**src/sv/assert_macros.svh**
```systemverilog
// Assertion helpers shared by the RTL files.
`ifndef ASSERT_MACROS_SVH
`define ASSERT_MACROS_SVH

// prop must hold at every clock edge outside reset
`define ASSERT_HOLDS(lbl, clk, rst_n, prop, msg) \
	lbl: assert property (@(posedge clk) disable iff (!rst_n) (prop)) else $error(msg);

// ante in a cycle implies cons in the same cycle
`define ASSERT_IMPLIES(lbl, clk, rst_n, ante, cons, msg) \
	lbl: assert property (@(posedge clk) disable iff (!rst_n) (ante) |-> (cons)) else $error(msg);

// ante in a cycle implies cons in the next cycle
`define ASSERT_NEXT(lbl, clk, rst_n, ante, cons, msg) \
	lbl: assert property (@(posedge clk) disable iff (!rst_n) (ante) |=> (cons)) else $error(msg);

`endif

```
**src/sv/eed_pkg.sv**
```systemverilog
// ----------------------------------------------------------------------------
// eed_pkg
// Types and constants of the echo escape decoder.
// ----------------------------------------------------------------------------
`timescale 1ns / 1ps
`default_nettype none

package eed_pkg;

	// input commands
	localparam logic [1:0] CMD_CHAR    = 2'd0;
	localparam logic [1:0] CMD_END_ARG = 2'd1;
	localparam logic [1:0] CMD_END_ALL = 2'd2;

	// result status codes
	localparam logic [1:0] ST_OK   = 2'd0;
	localparam logic [1:0] ST_STOP = 2'd1;
	localparam logic [1:0] ST_ERR  = 2'd2;

	localparam logic [7:0] CH_BSLASH  = 8'h5C;
	localparam logic [7:0] CH_NEWLINE = 8'h0A;
	localparam logic [7:0] CH_STOP    = 8'h63; // 'c'
	localparam logic [7:0] CH_ZERO    = 8'h30; // '0'
	localparam logic [4:0] OCT_DIGIT_HI = 5'b00110; // '0'..'7' share these upper bits

	localparam logic [1:0] OCT_MAX_DIGITS = 2'd3;
	localparam logic [8:0] BYTE_MAX       = 9'd255;

	localparam int QDEPTH = 4;
	localparam int QAW    = $clog2(QDEPTH);

	typedef enum logic [1:0] {
		MODE_NORMAL = 2'd0,
		MODE_ESCAPE = 2'd1,
		MODE_OCTAL  = 2'd2
	} mode_t;

	typedef struct packed {
		logic [1:0] cmd;
		logic [7:0] ch;
	} item_t;

	typedef struct packed {
		logic       has_byte;
		logic [7:0] out_byte;
		logic [1:0] status;
		logic       last;
	} result_t;

	typedef struct packed {
		mode_t      mode;
		logic [8:0] oval;
		logic [1:0] odig;
		logic [1:0] halt;
	} state_t;

	localparam state_t STATE_RESET = '{mode: MODE_NORMAL, oval: 9'd0, odig: 2'd0,
		halt: ST_OK};

	// up to two results of one item, in order
	typedef struct packed {
		logic [1:0] n;
		result_t    a;
		result_t    b;
	} res_pair_t;

	typedef struct packed {
		res_pair_t pair;
		state_t    nxt;
	} dec_out_t;

endpackage

`default_nettype wire

```
**src/sv/eed_decode.sv**
```systemverilog
// ----------------------------------------------------------------------------
// eed_decode
// Combinational escape decoding of one item: results and next state.
// ----------------------------------------------------------------------------
`timescale 1ns / 1ps
`default_nettype none

module eed_decode import eed_pkg::*; (
	input  item_t    item,
	input  state_t   cur,
	output dec_out_t dec
);

	function automatic result_t mk(input logic has, input logic [7:0] b,
		input logic [1:0] st);
		result_t r;
		r.has_byte = has;
		r.out_byte = b;
		r.status   = st;
		r.last     = 1'b0;
		return r;
	endfunction

	// {hit, byte} for the single-letter control escapes
	function automatic logic [8:0] esc_byte(input logic [7:0] c);
		logic [8:0] v;
		case (c)
			8'h61:   v = {1'b1, 8'd7};   // a
			8'h62:   v = {1'b1, 8'd8};   // b
			8'h66:   v = {1'b1, 8'd12};  // f
			8'h6E:   v = {1'b1, 8'd10};  // n
			8'h72:   v = {1'b1, 8'd13};  // r
			8'h74:   v = {1'b1, 8'd9};   // t
			8'h76:   v = {1'b1, 8'd11};  // v
			8'h5C:   v = {1'b1, 8'd92};  // backslash
			default: v = 9'd0;
		endcase
		return v;
	endfunction

	state_t     nxt;
	result_t    ra;
	result_t    rb;
	logic [1:0] n;
	logic       is_dig;
	logic [8:0] nv;
	logic [1:0] ndig;
	logic [8:0] esc;
	result_t    plain;
	logic       plain_emits;

	assign is_dig = (item.ch[7:3] == OCT_DIGIT_HI);
	assign nv     = {cur.oval[5:0], item.ch[2:0]};
	assign ndig   = cur.odig + 2'd1;
	assign esc    = esc_byte(item.ch);
	assign plain  = mk(1'b1, item.ch, ST_OK);
	assign plain_emits = (item.ch != CH_BSLASH);

	always_comb begin
		nxt = cur;
		ra  = '0;
		rb  = '0;
		n   = 2'd0;
		case (item.cmd)
			CMD_END_ALL: begin
				if (cur.halt == ST_OK) begin
					unique case (cur.mode)
						MODE_ESCAPE: begin
							ra = mk(1'b0, 8'd0, ST_ERR);
							n  = 2'd1;
						end
						MODE_OCTAL: begin
							ra = mk(1'b1, cur.oval[7:0], ST_OK);
							rb = mk(1'b1, CH_NEWLINE, ST_OK);
							n  = 2'd2;
						end
						default: begin
							ra = mk(1'b1, CH_NEWLINE, ST_OK);
							n  = 2'd1;
						end
					endcase
				end
				nxt = STATE_RESET;
			end
			CMD_END_ARG: begin
				if (cur.halt == ST_OK) begin
					nxt.mode = MODE_NORMAL;
					nxt.oval = 9'd0;
					nxt.odig = 2'd0;
					unique case (cur.mode)
						MODE_ESCAPE: begin
							ra       = mk(1'b0, 8'd0, ST_ERR);
							n        = 2'd1;
							nxt.halt = ST_ERR;
						end
						MODE_OCTAL: begin
							ra = mk(1'b1, cur.oval[7:0], ST_OK);
							n  = 2'd1;
						end
						default: begin
							nxt.oval = cur.oval;
							nxt.odig = cur.odig;
						end
					endcase
				end
			end
			CMD_CHAR: begin
				if (cur.halt == ST_OK) begin
					unique case (cur.mode)
						MODE_ESCAPE: begin
							nxt.mode = MODE_NORMAL;
							if (esc[8]) begin
								ra = mk(1'b1, esc[7:0], ST_OK);
								n  = 2'd1;
							end else if (item.ch == CH_STOP) begin
								ra       = mk(1'b0, 8'd0, ST_STOP);
								n        = 2'd1;
								nxt.halt = ST_STOP;
								nxt.oval = 9'd0;
								nxt.odig = 2'd0;
							end else if (item.ch == CH_ZERO) begin
								nxt.mode = MODE_OCTAL;
								nxt.oval = 9'd0;
								nxt.odig = 2'd0;
							end
						end
						MODE_OCTAL: begin
							if (is_dig) begin
								nxt.oval = nv;
								nxt.odig = ndig;
								if (ndig == OCT_MAX_DIGITS) begin
									nxt.mode = MODE_NORMAL;
									nxt.oval = 9'd0;
									nxt.odig = 2'd0;
									n        = 2'd1;
									if (nv > BYTE_MAX) begin
										ra       = mk(1'b0, 8'd0, ST_ERR);
										nxt.halt = ST_ERR;
									end else begin
										ra = mk(1'b1, nv[7:0], ST_OK);
									end
								end
							end else begin
								// flush the pending value, then treat the byte as plain
								ra       = mk(1'b1, cur.oval[7:0], ST_OK);
								nxt.oval = 9'd0;
								nxt.odig = 2'd0;
								if (plain_emits) begin
									rb       = plain;
									n        = 2'd2;
									nxt.mode = MODE_NORMAL;
								end else begin
									n        = 2'd1;
									nxt.mode = MODE_ESCAPE;
								end
							end
						end
						default: begin
							if (plain_emits) begin
								ra       = plain;
								n        = 2'd1;
								nxt.mode = MODE_NORMAL;
							end else begin
								nxt.mode = MODE_ESCAPE;
							end
						end
					endcase
				end
			end
			default: begin
			end
		endcase
		ra.last = (n == 2'd1);
		rb.last = 1'b1;
	end

	assign dec.pair.n = n;
	assign dec.pair.a = ra;
	assign dec.pair.b = rb;
	assign dec.nxt    = nxt;

endmodule

`default_nettype wire

```
**src/sv/eed_result_queue.sv**
```systemverilog
// ----------------------------------------------------------------------------
// eed_result_queue
// Small result queue: takes up to two results a cycle, hands out one while not stalled.
// ----------------------------------------------------------------------------
`timescale 1ns / 1ps
`default_nettype none
`include "assert_macros.svh"

module eed_result_queue import eed_pkg::*; (
	input  logic      clk,
	input  logic      arst_n,
	input  res_pair_t pair,
	output logic      full,
	output logic      valid,
	input  logic      stall,
	output result_t   data
);

	result_t        q_q [QDEPTH];
	logic [QAW-1:0] wr_q;
	logic [QAW-1:0] rd_q;
	logic [QAW:0]   cnt_q;
	logic           pop;
	logic [QAW-1:0] wr_b;

	assign pop   = valid && !stall;
	assign valid = (cnt_q != '0);
	assign data  = q_q[rd_q];
	// room for a full pair must exist before the next item is taken
	assign full  = (cnt_q > (QAW+1)'(QDEPTH - 2));
	assign wr_b  = wr_q + QAW'(1);

	always_ff @(posedge clk) begin
		if (pair.n != 2'd0) begin
			q_q[wr_q] <= pair.a;
		end
		if (pair.n == 2'd2) begin
			q_q[wr_b] <= pair.b;
		end
	end

	always_ff @(posedge clk or negedge arst_n) begin
		if (!arst_n) begin
			wr_q  <= '0;
			rd_q  <= '0;
			cnt_q <= '0;
		end else begin
			wr_q  <= wr_q + QAW'(pair.n);
			rd_q  <= rd_q + QAW'(pop);
			cnt_q <= cnt_q + (QAW+1)'(pair.n) - (QAW+1)'(pop);
		end
	end

	`ASSERT_HOLDS(a_cnt_range, clk, arst_n, cnt_q <= (QAW+1)'(QDEPTH), "queue count overrun")
	`ASSERT_IMPLIES(a_push_room, clk, arst_n, pair.n != 2'd0, !full, "push into full queue")
	`ASSERT_NEXT(a_pop_only, clk, arst_n, pop && pair.n == 2'd0, cnt_q == $past(cnt_q) - (QAW+1)'(1), "pop did not drain")

endmodule

`default_nettype wire

```
**src/sv/echo_escape_decoder_core.sv**
```systemverilog
// ----------------------------------------------------------------------------
// echo_escape_decoder_core
// Decodes echo-style backslash escapes in a byte stream.
// ----------------------------------------------------------------------------
//  channel  | dir | payload  | handshake
//  item     | in  | item_t   | item_valid / item_stall
//  result   | out | result_t | result_valid / result_stall
//
// One item is taken per cycle while item_stall is low; its 0..2 results are
// decoded in the same cycle and written into a four-entry result queue that
// hands them out in order. item_stall rises while the queue has fewer than two
// free entries; results leave one per cycle while result_stall is low.
// Reset clears the escape state and empties the queue.
`timescale 1ns / 1ps
`default_nettype none
`include "assert_macros.svh"

module echo_escape_decoder_core import eed_pkg::*; (
	input  logic    clk,
	input  logic    arst_n,
	input  logic    item_valid,
	output logic    item_stall,
	input  item_t   item,
	output logic    result_valid,
	input  logic    result_stall,
	output result_t result
);

	state_t    state_q;
	dec_out_t  dec;
	res_pair_t push;
	logic      accept;
	logic      full;

	assign item_stall = full;
	assign accept     = item_valid && !full;

	eed_decode u_dec (
		.item (item),
		.cur  (state_q),
		.dec  (dec)
	);

	always_ff @(posedge clk or negedge arst_n) begin
		if (!arst_n) begin
			state_q <= STATE_RESET;
		end else if (accept) begin
			state_q <= dec.nxt;
		end
	end

	always_comb begin
		push = dec.pair;
		if (!accept) begin
			push.n = 2'd0;
		end
	end

	eed_result_queue u_queue (
		.clk    (clk),
		.arst_n (arst_n),
		.pair   (push),
		.full   (full),
		.valid  (result_valid),
		.stall  (result_stall),
		.data   (result)
	);

	`ASSERT_IMPLIES(a_empty_status, clk, arst_n, result_valid && !result.has_byte, result.status != ST_OK, "byteless result with ok status")
	`ASSERT_IMPLIES(a_stall_cause, clk, arst_n, item_stall, result_valid, "stall with no pending result")
	`ASSERT_IMPLIES(a_halt_mode, clk, arst_n, state_q.halt != ST_OK, state_q.mode == MODE_NORMAL, "halted inside an escape")

endmodule

`default_nettype wire
```
**config.mk**
```make
export PLATFORM = sky130hd
export DESIGN_NAME = echo_escape_decoder_core
export DESIGN_NICKNAME = d
export VERILOG_FILES = /design/src/sv/eed_pkg.sv /design/src/sv/eed_decode.sv /design/src/sv/eed_result_queue.sv /design/src/sv/echo_escape_decoder_core.sv
export VERILOG_INCLUDE_DIRS = /design/src /design/src/sv
export SDC_FILE = /design/constraint.sdc
export NUM_CORES = 1
export LEC_CHECK = 0
export ABC_AREA = 0
export BUFFER_PORTS_ARGS = -buffer_cell sky130_fd_sc_hd__buf_2
export CAP_MARGIN = 5
export CORE_UTILIZATION = 40
export CTS_BUF_LIST = sky130_fd_sc_hd__clkbuf_4 sky130_fd_sc_hd__clkbuf_8 sky130_fd_sc_hd__clkbuf_16
export DETAILED_ROUTE_END_ITERATION = 8
export REMOVE_ABC_BUFFERS = 1
export SLEW_MARGIN = 10
export SYNTH_ARGS = -nofsm -noshare
export SYNTH_HDL_FRONTEND = slang
export SYNTH_SLANG_ARGS = --single-unit
export TNS_END_PERCENT = 1
```
**constraint.sdc**
```tcl
create_clock -name clk -period 4.3 [get_ports clk]
set_clock_uncertainty 0.1 [all_clocks]
set_input_delay 1.075 -clock clk [delete_from_list [all_inputs] [get_ports clk]]
set_output_delay 1.075 -clock clk [all_outputs]
set_load 0.05 [all_outputs]
```
### Yosys cells after proc, flatten, opt, wreduce, memory -nomap -nowiden

Memories as Yosys holds them, arrays and structs flattened.
Cells that the tools add are included.

* add/subtract/negate cells: 6
* multiply operators: 0
* divide/modulo/power cells: 0
* $lt $le $gt $ge: 2
* equal/unequal tests: 31
* shift-type cells: 0
* mux-type cells: 55
* bitwise gates (word level): 0
* reductions and logical operators: 13

Operators with widths (count)
* 12-bit two-way mux: 13
* 12-bit one-hot mux with 2 select lines: 4
* 8-bit by 7-bit equality test with 1-bit output, second input constant: 9
* 9-bit one-hot mux with 8 select lines: 1
* 15-bit two-way mux: 4
* 15-bit one-hot mux with 3 select lines: 1
* 12-bit one-hot mux with 3 select lines: 1
* 2-bit two-way mux: 14
* 13-bit two-way mux: 2
* 13-bit one-hot mux with 2 select lines: 1
* 11-bit two-way mux: 2
* 3-bit by 2-bit inequality test with 1-bit output, second input constant: 4
* 11-bit AND reduction: 1
* 9-bit by 8-bit > comparator with 1-bit output, second input constant: 1
* 1-bit two-way mux: 9
* 2-bit equality test, second input constant: 4
* 8-bit by 6-bit equality test with 1-bit output, second input constant: 1
* 8-bit by 7-bit inequality test with 1-bit output, second input constant: 1
* 2-bit one-hot mux with 2 select lines: 2
* 8-bit AND reduction: 1
* 2-bit by 1-bit equality test with 1-bit output, second input constant: 3
* 2-bit by 1-bit inequality test with 1-bit output, second input constant: 3
* 2-bit one-hot mux with 3 select lines: 1
* 3-bit nonzero test: 2
* other kinds (18): 22

* register bits: 21
* latch bits: 0
* bits in writable memories: 48
* bits in read-only memories: 0
* input port bits: 14
* memories: 1

Memory list
* u_queue.q_q: words 4, bits a word 12, read ports 1, clocked after memory_dff 0, write ports 2, RTL line eed_result_queue.sv:19 `result_t q_q [QDEPTH];`

### Logic depth before layout (Yosys ltp)

Gate-level depths: netlist (run 1).

* depth in word-level cells: 11
* depth in mapped cells: 12
* gate-level depth less buffers: 12

### Cells and area by module

From an unflattened synthesis (run 1), not the netlist that was laid out.

* cells, all modules: 394
* area, all modules: 4809.6 um^2

By module, submodules not included
* eed_result_queue: times used 1, cells an instance 158, area an instance 2807.7 um^2
* eed_decode: times used 1, cells an instance 201, area an instance 1367.6 um^2
* echo_escape_decoder_core: times used 1, cells an instance 35, area an instance 634.4 um^2

### Least setup slack after synthesis (run 1)

No wires, ideal clock.

* path kind: input-to-reg
* from: input item[6] (netlist name)
* to: register u_queue.cnt_q[2]
* setup time: 0.080 ns
* data arrival time: 3.217 ns
* path slack: 0.903 ns
* stages: 11
* path buffers: 2
* cells stage by stage: buf_2 -> and4bb_2 -> and3_1 -> o21ai_2 -> a31oi_2 -> buf_4 -> and2_1 -> ha_1 -> fa_1 -> xnor2_1 -> xnor2_1

* cells in the longest elaborated chain, start to end: 9
* elaborated cells on any way between the ends: 23

Ends and longest elaborated chain
* start: declaration: RTL line echo_escape_decoder_core.sv:23 `input item_t item,`
* 8-bit by 7-bit equality test with 1-bit output, or another cell as far along: RTL line eed_decode.sv:27 `case (c)`
* 9-bit one-hot mux with 8 select lines, or another cell as far along: RTL line eed_decode.sv:27
* 2-bit two-way mux, on equally long branches: RTL line eed_decode.sv:112, eed_decode.sv:128
* 2-bit one-hot mux with 2 select lines (*): RTL line eed_decode.sv:109 `unique case (cur.mode)`
* 2-bit two-way mux (*): RTL line eed_decode.sv:108 `if (cur.halt == ST_OK) begin`
* 2-bit one-hot mux with 3 select lines (*): RTL line eed_decode.sv:64 `case (item.cmd)`
* 2-bit two-way mux (*): RTL line echo_escape_decoder_core.sv:54 `if (!accept) begin`
* 3-bit by 2-bit adder with 3-bit output (*): RTL line eed_result_queue.sv:50 `cnt_q <= cnt_q + (QAW+1)'(pair.n) - (QAW+1)'(pop);`
* 3-bit by 1-bit subtractor with 3-bit output (*): RTL line eed_result_queue.sv:50
* end signal: assignment: RTL line eed_result_queue.sv:50
* end: declaration: RTL line eed_result_queue.sv:22 `logic [QAW:0] cnt_q;`

Mark *: on every way between the ends. The rest lies on a longest branch, timed or not.
A chain may end at the register's enable or synchronous reset.

==> results of run 1 <==
-- routing by layer --
layer | GRT usage [%] | vias up
li1 | - | 1770
met1 | 30.5 | 1918
met2 | 37.0 | 161
met3 | 4.30 | 18
met4 | 7.34 | 0
met5 | 0 | -
-- critical path, stage by stage --
cell       delay, ns
buf_2           0.29
nand4bb_1       0.26
nand2b_1        0.30
a22oi_2         0.37
a31oi_2         0.19
o21bai_1        0.92
nand2_1         0.10
buf_4           0.22
-- metrics by stage --
| step | util (%) | power (uW) | hold WS (ns) | cells | setup slack [ns] |
|---|---|---|---|---|---|
| floorplan | - | 1490 | 0.330 | 412 | 0.735 |
| global placement | 43.7 | 1690 | 0.378 | 593 | 0.430 |
| detailed placement | 43.7 | 1710 | 0.387 | 593 | 0.251 |
| CTS | 45.8 | 2320 | 0.406 | 609 | 0.619 |
| global route | 45.8 | 2430 | 0.425 | 609 | 0.355 |
| finish | 45.8 | 2300 | 0.405 | 609 | 0.579 |
-- cell families after synthesis --
kind of cell	Yosys count	share of synthesized area, %
xor+xnor	8	1.57
simple gates	140	18.4
fa+ha+maj	9	2.69
buf+inv	52	5.02
mux	15	6.79
flops	69	41.4
compound gates	147	24.1
-- final timing paths --
check | startpoint | end | slack [ns] | cells after the start
min in group asynchronous | arst_n | state_q[7]$_DFFE_PN0P_ | 0.56 | 1
setup reg to reg | state_q[13]$_DFFE_PN0P_ | u_queue.cnt_q[2]$_DFF_PN0_ | 0.97 | 12
max in group asynchronous | arst_n | u_queue.wr_q[0]$_DFF_PN0_ | 3.20 | 1
hold reg to reg | u_queue.q_q[3][0]$_SDFFE_PP1P_ | u_queue.q_q[3][0]$_SDFFE_PP1P_ | 0.40 | 1
setup / recovery | item[2] | u_queue.q_q[2][10]$_DFFE_PP_ | 0.58 | 8
hold / removal | u_queue.q_q[3][0]$_SDFFE_PP1P_ | u_queue.q_q[3][0]$_SDFFE_PP1P_ | 0.40 | 1
-- cells in the mapped netlist, types with 4 or more instances --
master	n	area share, %
a211oi_1	4	0.67
a21o_1	4	0.67
a21oi_1	18	2.0
a221o_1	4	0.90
a22oi_1	4	0.67
a31oi_1	5	0.70
and2_1	6	0.84
and3_1	5	0.70
buf_2	8	0.90
buf_4	5	0.84
clkbuf_1	13	1.1
dfrtp_1	21	12
dfxtp_1	12	5.4
edfxtp_1	36	24
ha_1	8	2.2
inv_1	22	1.9
mux4_2	12	6.1
nand2_1	32	2.7
nand2b_1	6	0.84
nand3_1	15	1.7
nand4_1	6	0.84
nand4bb_1	4	1.0
nor2_1	19	1.6
nor2b_1	8	1.1
nor3_1	10	1.1
o21ai_0	26	2.9
o21ai_1	6	0.67
o22a_1	4	0.79
o22ai_1	29	4.1
o22ai_2	8	2.2
or3_1	7	0.98
xnor2_1	5	0.98
-- state kept, by name (all words and copies together) (netlist names) --
| register | count |
|---|---|
| u_queue.q_q | 48 |
| state_q | 14 |
| u_queue.cnt_q | 3 |
| u_queue.rd_q | 2 |
| u_queue.wr_q | 2 |
-- area by class of cell --
type / instances / area, sq um / area share [%]
tap: 140 / 175 / 3.53
sequential: 69 / 1850 / 37.2
clock inverter: 7 / 97.6 / 1.97
multi-input combinational: 319 / 2390 / 48.1
inverter: 24 / 90.1 / 1.82
timing repair buffer: 41 / 240 / 4.84
clock buffer: 9 / 124 / 2.50
-- power by group --
part	total [uW]	switching (uW)	leakage, uW	internal (uW)
Combinational	751	471	0.000950	281
Clock	609	279	0.000108	330
Sequential	943	155	0.000750	788
Total	2300	905	0.00181	1400
==> metrics.txt, run 1 <==
fin. max-slew vios=0; die height=108 microns; Peak VDD IR=193 uV; Worst Hold Class=flop to flop; # nets final=487; Area after DPL=4740 sq um; clk_lat worst skew=0.36 ns; wire per inst=20.3 microns; grt total ovfl=0; RSZ-0062 raised after global routing=false; final setup violation count=0; predominant post-synthesis flop cell=edfxtp_1; fraction of layout cells with a size suffix above 1=20.5%; Tcrit/Tclk final=86.5%; final worst path period need=3.72 ns; Worst Path Required=4.31 ns; wire length on met3=796 microns; post-route ant nets=0; routability cong.=0.953; std cell rows=38; TritonCTS clock tree=built; CTS max path bufs=2; P_leak=0.00181 uW; cell chosen for the clock root=clkbuf_8; Yosys reg bits=69; hold_buf cts=0; DIE AREA=11600 sq um; Worst Tran Pin Value=1.08 ns; GRT Overall Usage=22.8%; Post-route DRC=0; Vias=3867; WS Path Type=input port to flop; post-synthesis sequential area ratio=41.4%; Final Hold Vio Count=0; Buffers on Ports=27; largest net degree at the start of global routing=22; setup tns final=0 ns; Crit. End Element=flop; status=finished, final reports clean; htree depth=3; commonest non-fill, non-tap cells in the layout=edfxtp_1, nand2_1, o22ai_1; leading cell type in the layout, fill and taps excluded=edfxtp_1; CP Max Fanout=16; Yosys Warn Count=0; Iter 0 DRT Violations=187; # IOs=28; vias in the first global route=3707; synth unique cells=76; Core Area=10800 sq um; Layout fillers=1030; maximum clock rate=269 MHz; Slew Limit Headroom=28.1%; initial antenna violation count=0; Initial Util=41.1%; post-DR vias/cell=6.35; DR top layer=met4; number of flops mapped to enable cells by yosys=36; DR pass1 iterations=7; Post-Syn Area=4460 sq um; Mapped Cells=440; clk slew on worst S/H paths=0.08 ns; wl on met1=5440 microns; Post-CTS Setup Bufs=0; post-route cell area=4960 sq um; CTS Buf Count=9; Layout Area Growth over Synthesis=11.3%; FFs w/ async S/R, synth=30.4%; Routed Wire Length=12400 microns; Die Span X=108 microns; n_diodes=0; Max-Cap Viols=0; Startpoint Class=input port; Cell Pwr Density=464 nW/um^2; HPWL Detailed=9030 microns; CP arrival=3.74 ns; # resized after CTS=0; metal2 WL=5990 microns; post-synthesis average cell area=10.1 sq um; first-pass GRT wire length=20000 microns; Sink Count=69
Note: power is estimated with default switching activity, not from simulation.
==> inputs of run 2 (changes only) <==
- GPL_TIMING_DRIVEN: unset -> 0
==> metrics.txt, run 2 (same netlist as run 1, synthesis figures left out) <==
Initial Util=41.1% (unchanged); status=finished, final reports clean (unchanged); Worst Path Required=4.18 ns (was 4.31 ns); hold path depth=1 (unchanged); biggest regs=u_queue.q_q: 48 flops, state_q: 14 flops, u_queue.cnt_q: 3 flops (unchanged); WS Path Type=flop to flop (was input port to flop); critical path cell sequence=inv_1, ha_1, clkinv_1, a21o_1, a22oi_2, a31oi_2, o21bai_2, nand2_1 (was buf_2, nand4bb_1, nand2b_1, a22oi_2, a31oi_2, o21bai_1, nand2_1, buf_4); worst hold endpoint=u_queue.q_q[2][0]$_SDFFE_PP1P_ (was u_queue.q_q[3][0]$_SDFFE_PP1P_); # nets final=474 (was 487); vias in the first global route=3618 (was 3707); Max-Cap Viols=0 (unchanged); Worst Hold Class=flop to flop (unchanged); Routed Wire Length=12100 microns (was 12400 microns); metal2 WL=5690 microns (was 5990 microns); Layout Area Growth over Synthesis=8.78% (was 11.3%); area of the multi-input gates=2410 sq um (was 2390 sq um); clk_lat worst skew=0.35 ns (was 0.36 ns); leading cell type in the layout, fill and taps excluded=edfxtp_1 (unchanged); Post-route DRC=0 (unchanged); commonest non-fill, non-tap cells in the layout=edfxtp_1, nand2_1, o22ai_1 (unchanged); CP arrival=3.98 ns (was 3.74 ns); Reg power frac=42.8% (was 40.9%); wl on met1=5300 microns (was 5440 microns); wire per inst=20.2 microns (was 20.3 microns); Tot Pwr=2200 uW (was 2300 uW); Slew Limit Headroom=45.5% (was 28.1%); CTS Buf Count=9 (unchanged); min-delay src=u_queue.q_q[2][0]$_SDFFE_PP1P_ (was u_queue.q_q[3][0]$_SDFFE_PP1P_); Final Hold Vio Count=0 (unchanged); CTS max path bufs=2 (unchanged); HPWL Detailed=8470 microns (was 9030 microns); Largest Register=u_queue.q_q (unchanged); initial antenna violation count=0 (unchanged); post-route ant nets=0 (unchanged); CP bufs+invs=2 (unchanged); Clk pwr share=23.4% (was 26.4%); # IOs=28 (unchanged); fin. max-slew vios=0 (unchanged); Reg2Reg Capture Point=u_queue.q_q[2][11]$_DFFE_PP_ (was u_queue.cnt_q[2]$_DFF_PN0_); Internal Power=1290 uW (was 1400 uW); cell chosen for the clock root=clkbuf_8 (unchanged); DR top layer=met4 (unchanged); reg-to-reg slack, setup=0.19 ns (was 0.97 ns); delay-heaviest family, CP=compound AO/OA/AOI/OAI gates (unchanged); setup ws final=0.192 ns (was 0.579 ns); max incr delay on CP=0.67 ns (was 0.92 ns); Iter 0 DRT Violations=261 (was 187); die height=108 microns (unchanged); Register-to-Register Path Depth=8 (was 12); first-pass GRT wire length=19400 microns (was 20000 microns); FF-to-FF Start=state_q[13]$_DFFE_PN0P_ (unchanged); DR pass1 iterations=5 (was 7); Buffers on Ports=27 (unchanged); final worst path period need=4.11 ns (was 3.72 ns); Layout fillers=1073 (was 1030); Cell Pwr Density=454 nW/um^2 (was 464 nW/um^2); final setup violation count=0 (unchanged); GRT Overall Usage=21.9% (was 22.8%); pre-CTS setup slack=-0.395 ns (was 0.251 ns); clk slew on worst S/H paths=0.09 ns (was 0.08 ns); combinational power share=33.9% (was 32.6%); n_diodes=0 (unchanged); Worst Tran Pin Value=0.817 ns (was 1.08 ns); CP Max Fanout=16 (unchanged); Die Span X=108 microns (unchanged); DIE AREA=11600 sq um (unchanged); setup tns final=0 ns (unchanged); Stages on worst setup path=8 (unchanged); Sink Count=69 (unchanged); RSZ-0062 raised after global routing=true (was false); Max stage delay cell, worst path=o21bai_2 (was o21bai_1); Placed Cells incl. Taps=580 (was 593); Tcrit/Tclk final=95.5% (was 86.5%); Crit. End Element=flop (unchanged); max reg flops=48 (unchanged); Sw Pwr=916 uW (was 905 uW); maximum clock rate=243 MHz (was 269 MHz); std cell rows=38 (unchanged); Finished Layout Cells=596 (was 609); fraction of layout cells with a size suffix above 1=19.5% (was 20.5%); grt total ovfl=0 (unchanged); Peak VDD IR=190 uV (was 193 uV); post-DR vias/cell=6.27 (was 6.35); Switching Share=41.6% (was 39.3%); TritonCTS clock tree=built (unchanged); Startpoint Class=flop (was input port); htree depth=3 (unchanged); routability cong.=0.926 (was 0.953); Core Area=10800 sq um (unchanged); wire length on met3=720 microns (was 796 microns); hold_buf cts=0 (unchanged); Vias=3739 (was 3867); P_leak=0.00173 uW (was 0.00181 uW); largest net degree at the start of global routing=24 (was 22); Register Area=1850 sq um (unchanged)
[run 2: how the worst max path moves through the flow]
stage,from,end
5_1_grt,state_q[13]$_DFFE_PN0P_,u_queue.q_q[2][8]$_DFFE_PP_
3_3_place_gp,item[2],u_queue.q_q[2][5]$_DFFE_PP_
2_1_floorplan,item[5],u_queue.q_q[2][10]$_DFFE_PP_
4_1_cts,state_q[13]$_DFFE_PN0P_,u_queue.q_q[1][11]$_DFFE_PP_
6_report,state_q[13]$_DFFE_PN0P_,u_queue.q_q[2][11]$_DFFE_PP_
3_5_place_dp,item[2],u_queue.q_q[2][5]$_DFFE_PP_
[run 2: timing repair]
item / in CTS / in global routing
resized for setup: 1 / 4
setup endpoints to repair: 9 / 27
cloned: 0 / 0
setup buffers: 0 / 0
[run 2: stage by stage]
| step | hold WS (ns) | utilization, % | instance area (sq um) |
|---|---|---|---|
| detailed placement | 0.364 | 42.9 | 4650 |
| finish | 0.383 | 44.7 | 4850 |
| CTS | 0.382 | 44.6 | 4840 |
| global route | 0.416 | 44.7 | 4850 |
| floorplan | 0.330 | - | 4320 |
| global placement | 0.356 | 42.8 | 4630 |
[run 2: layer usage]
layer | vias to the layer above | track usage [%]
met1 | 1833 | 29.4
li1 | 1746 | -
met3 | 27 | 4.36
met5 | - | 0
met2 | 133 | 34.8
met4 | 0 | 8.12
[run 2: cell type report]
type,instances,share of cell area (%)
sequential,69,38.1
clock inverter,7,1.32
multi-input combinational,319,49.6
clock buffer,9,2.55
tap,140,3.61
timing repair buffer,28,2.94
inverter,24,1.86
[run 2: worst register-to-register path, stage by stage (launching register included)]
cell      delay [ns]
dfrtp_1         0.41
inv_1           0.07
ha_1            0.66
clkinv_1        0.47
a21o_1          0.29
a22oi_2         0.37
a31oi_2         0.20
o21bai_2        0.67
nand2_1         0.50
[run 2: power groups by stage]
stage                     sequential (uW)  combinational, uW  clock [uW]
after floorplan                       903                585           0
after global placement                955                727           0
after detailed placement              960                743           0
after CTS                             946                746         523
after global routing                  963                812         547
final                                 942                746         515
==> inputs of run 3 (changes only) <==
- PLACE_DENSITY: unset -> 0.54
==> metrics.txt, run 3 (same netlist as run 1, synthesis figures left out) <==
Iter 0 DRT Violations=262 (was 261); pre-CTS setup slack=-0.477 ns (was -0.395 ns); Layout Area Growth over Synthesis=9.37% (was 8.78%); initial antenna violation count=0 (unchanged); CTS Buf Count=9 (unchanged); TritonCTS clock tree=built (unchanged); critical path cell sequence=inv_1, ha_1, clkinv_1, a21o_1, a22oi_2, a31oi_4, or3_1, nand2_1 (was inv_1, ha_1, clkinv_1, a21o_1, a22oi_2, a31oi_2, o21bai_2, nand2_1); Max stage delay cell, worst path=ha_1 (was o21bai_2); die height=108 microns (unchanged); delay-heaviest family, CP=simple AND/OR/NAND/NOR gates (was compound AO/OA/AOI/OAI gates); biggest regs=u_queue.q_q: 48 flops, state_q: 14 flops, u_queue.cnt_q: 3 flops (unchanged); clk slew on worst S/H paths=0.08 ns (was 0.09 ns); CTS max path bufs=2 (unchanged); routability cong.=0.937 (was 0.926); fin. max-slew vios=0 (unchanged); Peak VDD IR=194 uV (was 190 uV); Sink Count=69 (unchanged); setup ws final=0.275 ns (was 0.192 ns); maximum clock rate=248 MHz (was 243 MHz); Layout fillers=1061 (was 1073); largest net degree at the start of global routing=24 (unchanged); final worst path period need=4.03 ns (was 4.11 ns); post-DR vias/cell=6.24 (was 6.27); Startpoint Class=flop (unchanged); fraction of layout cells with a size suffix above 1=19.3% (was 19.5%); leading cell type in the layout, fill and taps excluded=edfxtp_1 (unchanged); max reg flops=48 (unchanged); DIE AREA=11600 sq um (unchanged); wire per inst=20.5 microns (was 20.2 microns); Area after DPL=4650 sq um (unchanged); Crit. End Element=flop (unchanged); Largest Register=u_queue.q_q (unchanged); HPWL Detailed=8610 microns (was 8470 microns); grt total ovfl=0 (unchanged); n_diodes=0 (unchanged); # nets final=474 (unchanged); final setup violation count=0 (unchanged); cell chosen for the clock root=clkbuf_8 (unchanged); vias in the first global route=3584 (was 3618); Worst Hold Class=flop to flop (unchanged); DR pass1 iterations=7 (was 5); Vias=3717 (was 3739); std cell rows=38 (unchanged); post-route cell area=4880 sq um (was 4850 sq um); # IOs=28 (unchanged); P_leak=0.00173 uW (about the same); first-pass GRT wire length=19600 microns (was 19400 microns); commonest non-fill, non-tap cells in the layout=edfxtp_1, nand2_1, o22ai_1 (unchanged); max incr delay on CP=0.66 ns (was 0.67 ns); status=finished, final reports clean (unchanged); Initial Util=41.1% (unchanged); clk_lat worst skew=0.35 ns (about the same); Slew Limit Headroom=39.5% (was 45.5%); hold slack final=0.373 ns (was 0.383 ns); Max-Cap Viols=0 (unchanged); Tcrit/Tclk final=93.6% (was 95.5%); Post-CTS Setup Bufs=0 (unchanged); Post-route DRC=0 (unchanged); CP Max Fanout=16 (unchanged); CP bufs+invs=2 (unchanged); Final Hold Vio Count=0 (unchanged); hold_buf cts=0 (unchanged); Core Area=10800 sq um (unchanged); htree depth=3 (unchanged); Cell Pwr Density=459 nW/um^2 (was 454 nW/um^2); Routed Wire Length=12200 microns (was 12100 microns); Die Span X=108 microns (unchanged); post-route ant nets=0 (unchanged); CP arrival=3.93 ns (was 3.98 ns); Worst Path Required=4.20 ns (was 4.18 ns); Buffers on Ports=27 (unchanged); GRT Overall Usage=22.5% (was 21.9%); RSZ-0062 raised after global routing=false (was true); Worst Tran Pin Value=0.908 ns (was 0.817 ns); WS Path Type=flop to flop (unchanged)
-- run 3: repair_timing --
action                                 in CTS  in global routing
gates resized for setup                     3                  4
endpoints found under the hold margin       0                  0
setup endpoints to repair                  27                 18
-- run 3: per-layer routing --
metal / vias to the layer above / global-route usage (%) / share of wire, % / wire length, microns
met5: - / 0 / 0 / 0
met2: 118 / 35.2 / 47 / 5720
li1: 1746 / - / - / -
met1: 1825 / 30.7 / 45 / 5510
met4: 0 / 9.10 / 2.8 / 346
met3: 28 / 4.30 / 5.3 / 644
-- run 3: path summary, 6_finish.rpt --
kind | depth (start not counted) | slack, ns | to | from
max | 8 | 0.27 | u_queue.q_q[2][8]$_DFFE_PP_ | state_q[13]$_DFFE_PN0P_
max reg2reg | 8 | 0.27 | u_queue.q_q[2][8]$_DFFE_PP_ | state_q[13]$_DFFE_PN0P_
min | 1 | 0.37 | u_queue.q_q[2][0]$_SDFFE_PP1P_ | u_queue.q_q[2][0]$_SDFFE_PP1P_
max in group asynchronous | 1 | 3.21 | state_q[10]$_DFFE_PN0P_ | arst_n
min in group asynchronous | 1 | 0.57 | u_queue.rd_q[1]$_DFF_PN0_ | arst_n
min reg2reg | 1 | 0.37 | u_queue.q_q[2][0]$_SDFFE_PP1P_ | u_queue.q_q[2][0]$_SDFFE_PP1P_
-- run 3: metrics by stage --
stage / cells / TNS, ns / util, % / total power, uW
final: 596 / 0 / 45.0 / 2240
after global routing: 596 / 0 / 45.0 / 2360
after CTS: 596 / 0 / 44.8 / 2240
after detailed placement: 580 / -10.27 / 42.9 / 1710
after global placement: 579 / -11.47 / 42.8 / 1700
after floorplan: 412 / 0 / - / 1490
-- run 3: area by class of cell --
cell class | instances | area [sq um] | share of cell area [%]
clock buffer | 9 | 124 | 2.54
clock inverter | 7 | 73.8 | 1.51
inverter | 24 | 90.1 | 1.85
multi-input combinational | 319 | 2420 | 49.7
sequential | 69 | 1850 | 37.9
tap | 140 | 175 | 3.59
timing repair buffer | 28 | 143 | 2.93
-- run 3: report_power, final --
part / internal, uW / total [uW] / switching (uW)
sequential: 788 / 951 / 163
combinational: 278 / 749 / 470
clock: 270 / 537 / 267
total: 1340 / 2240 / 901
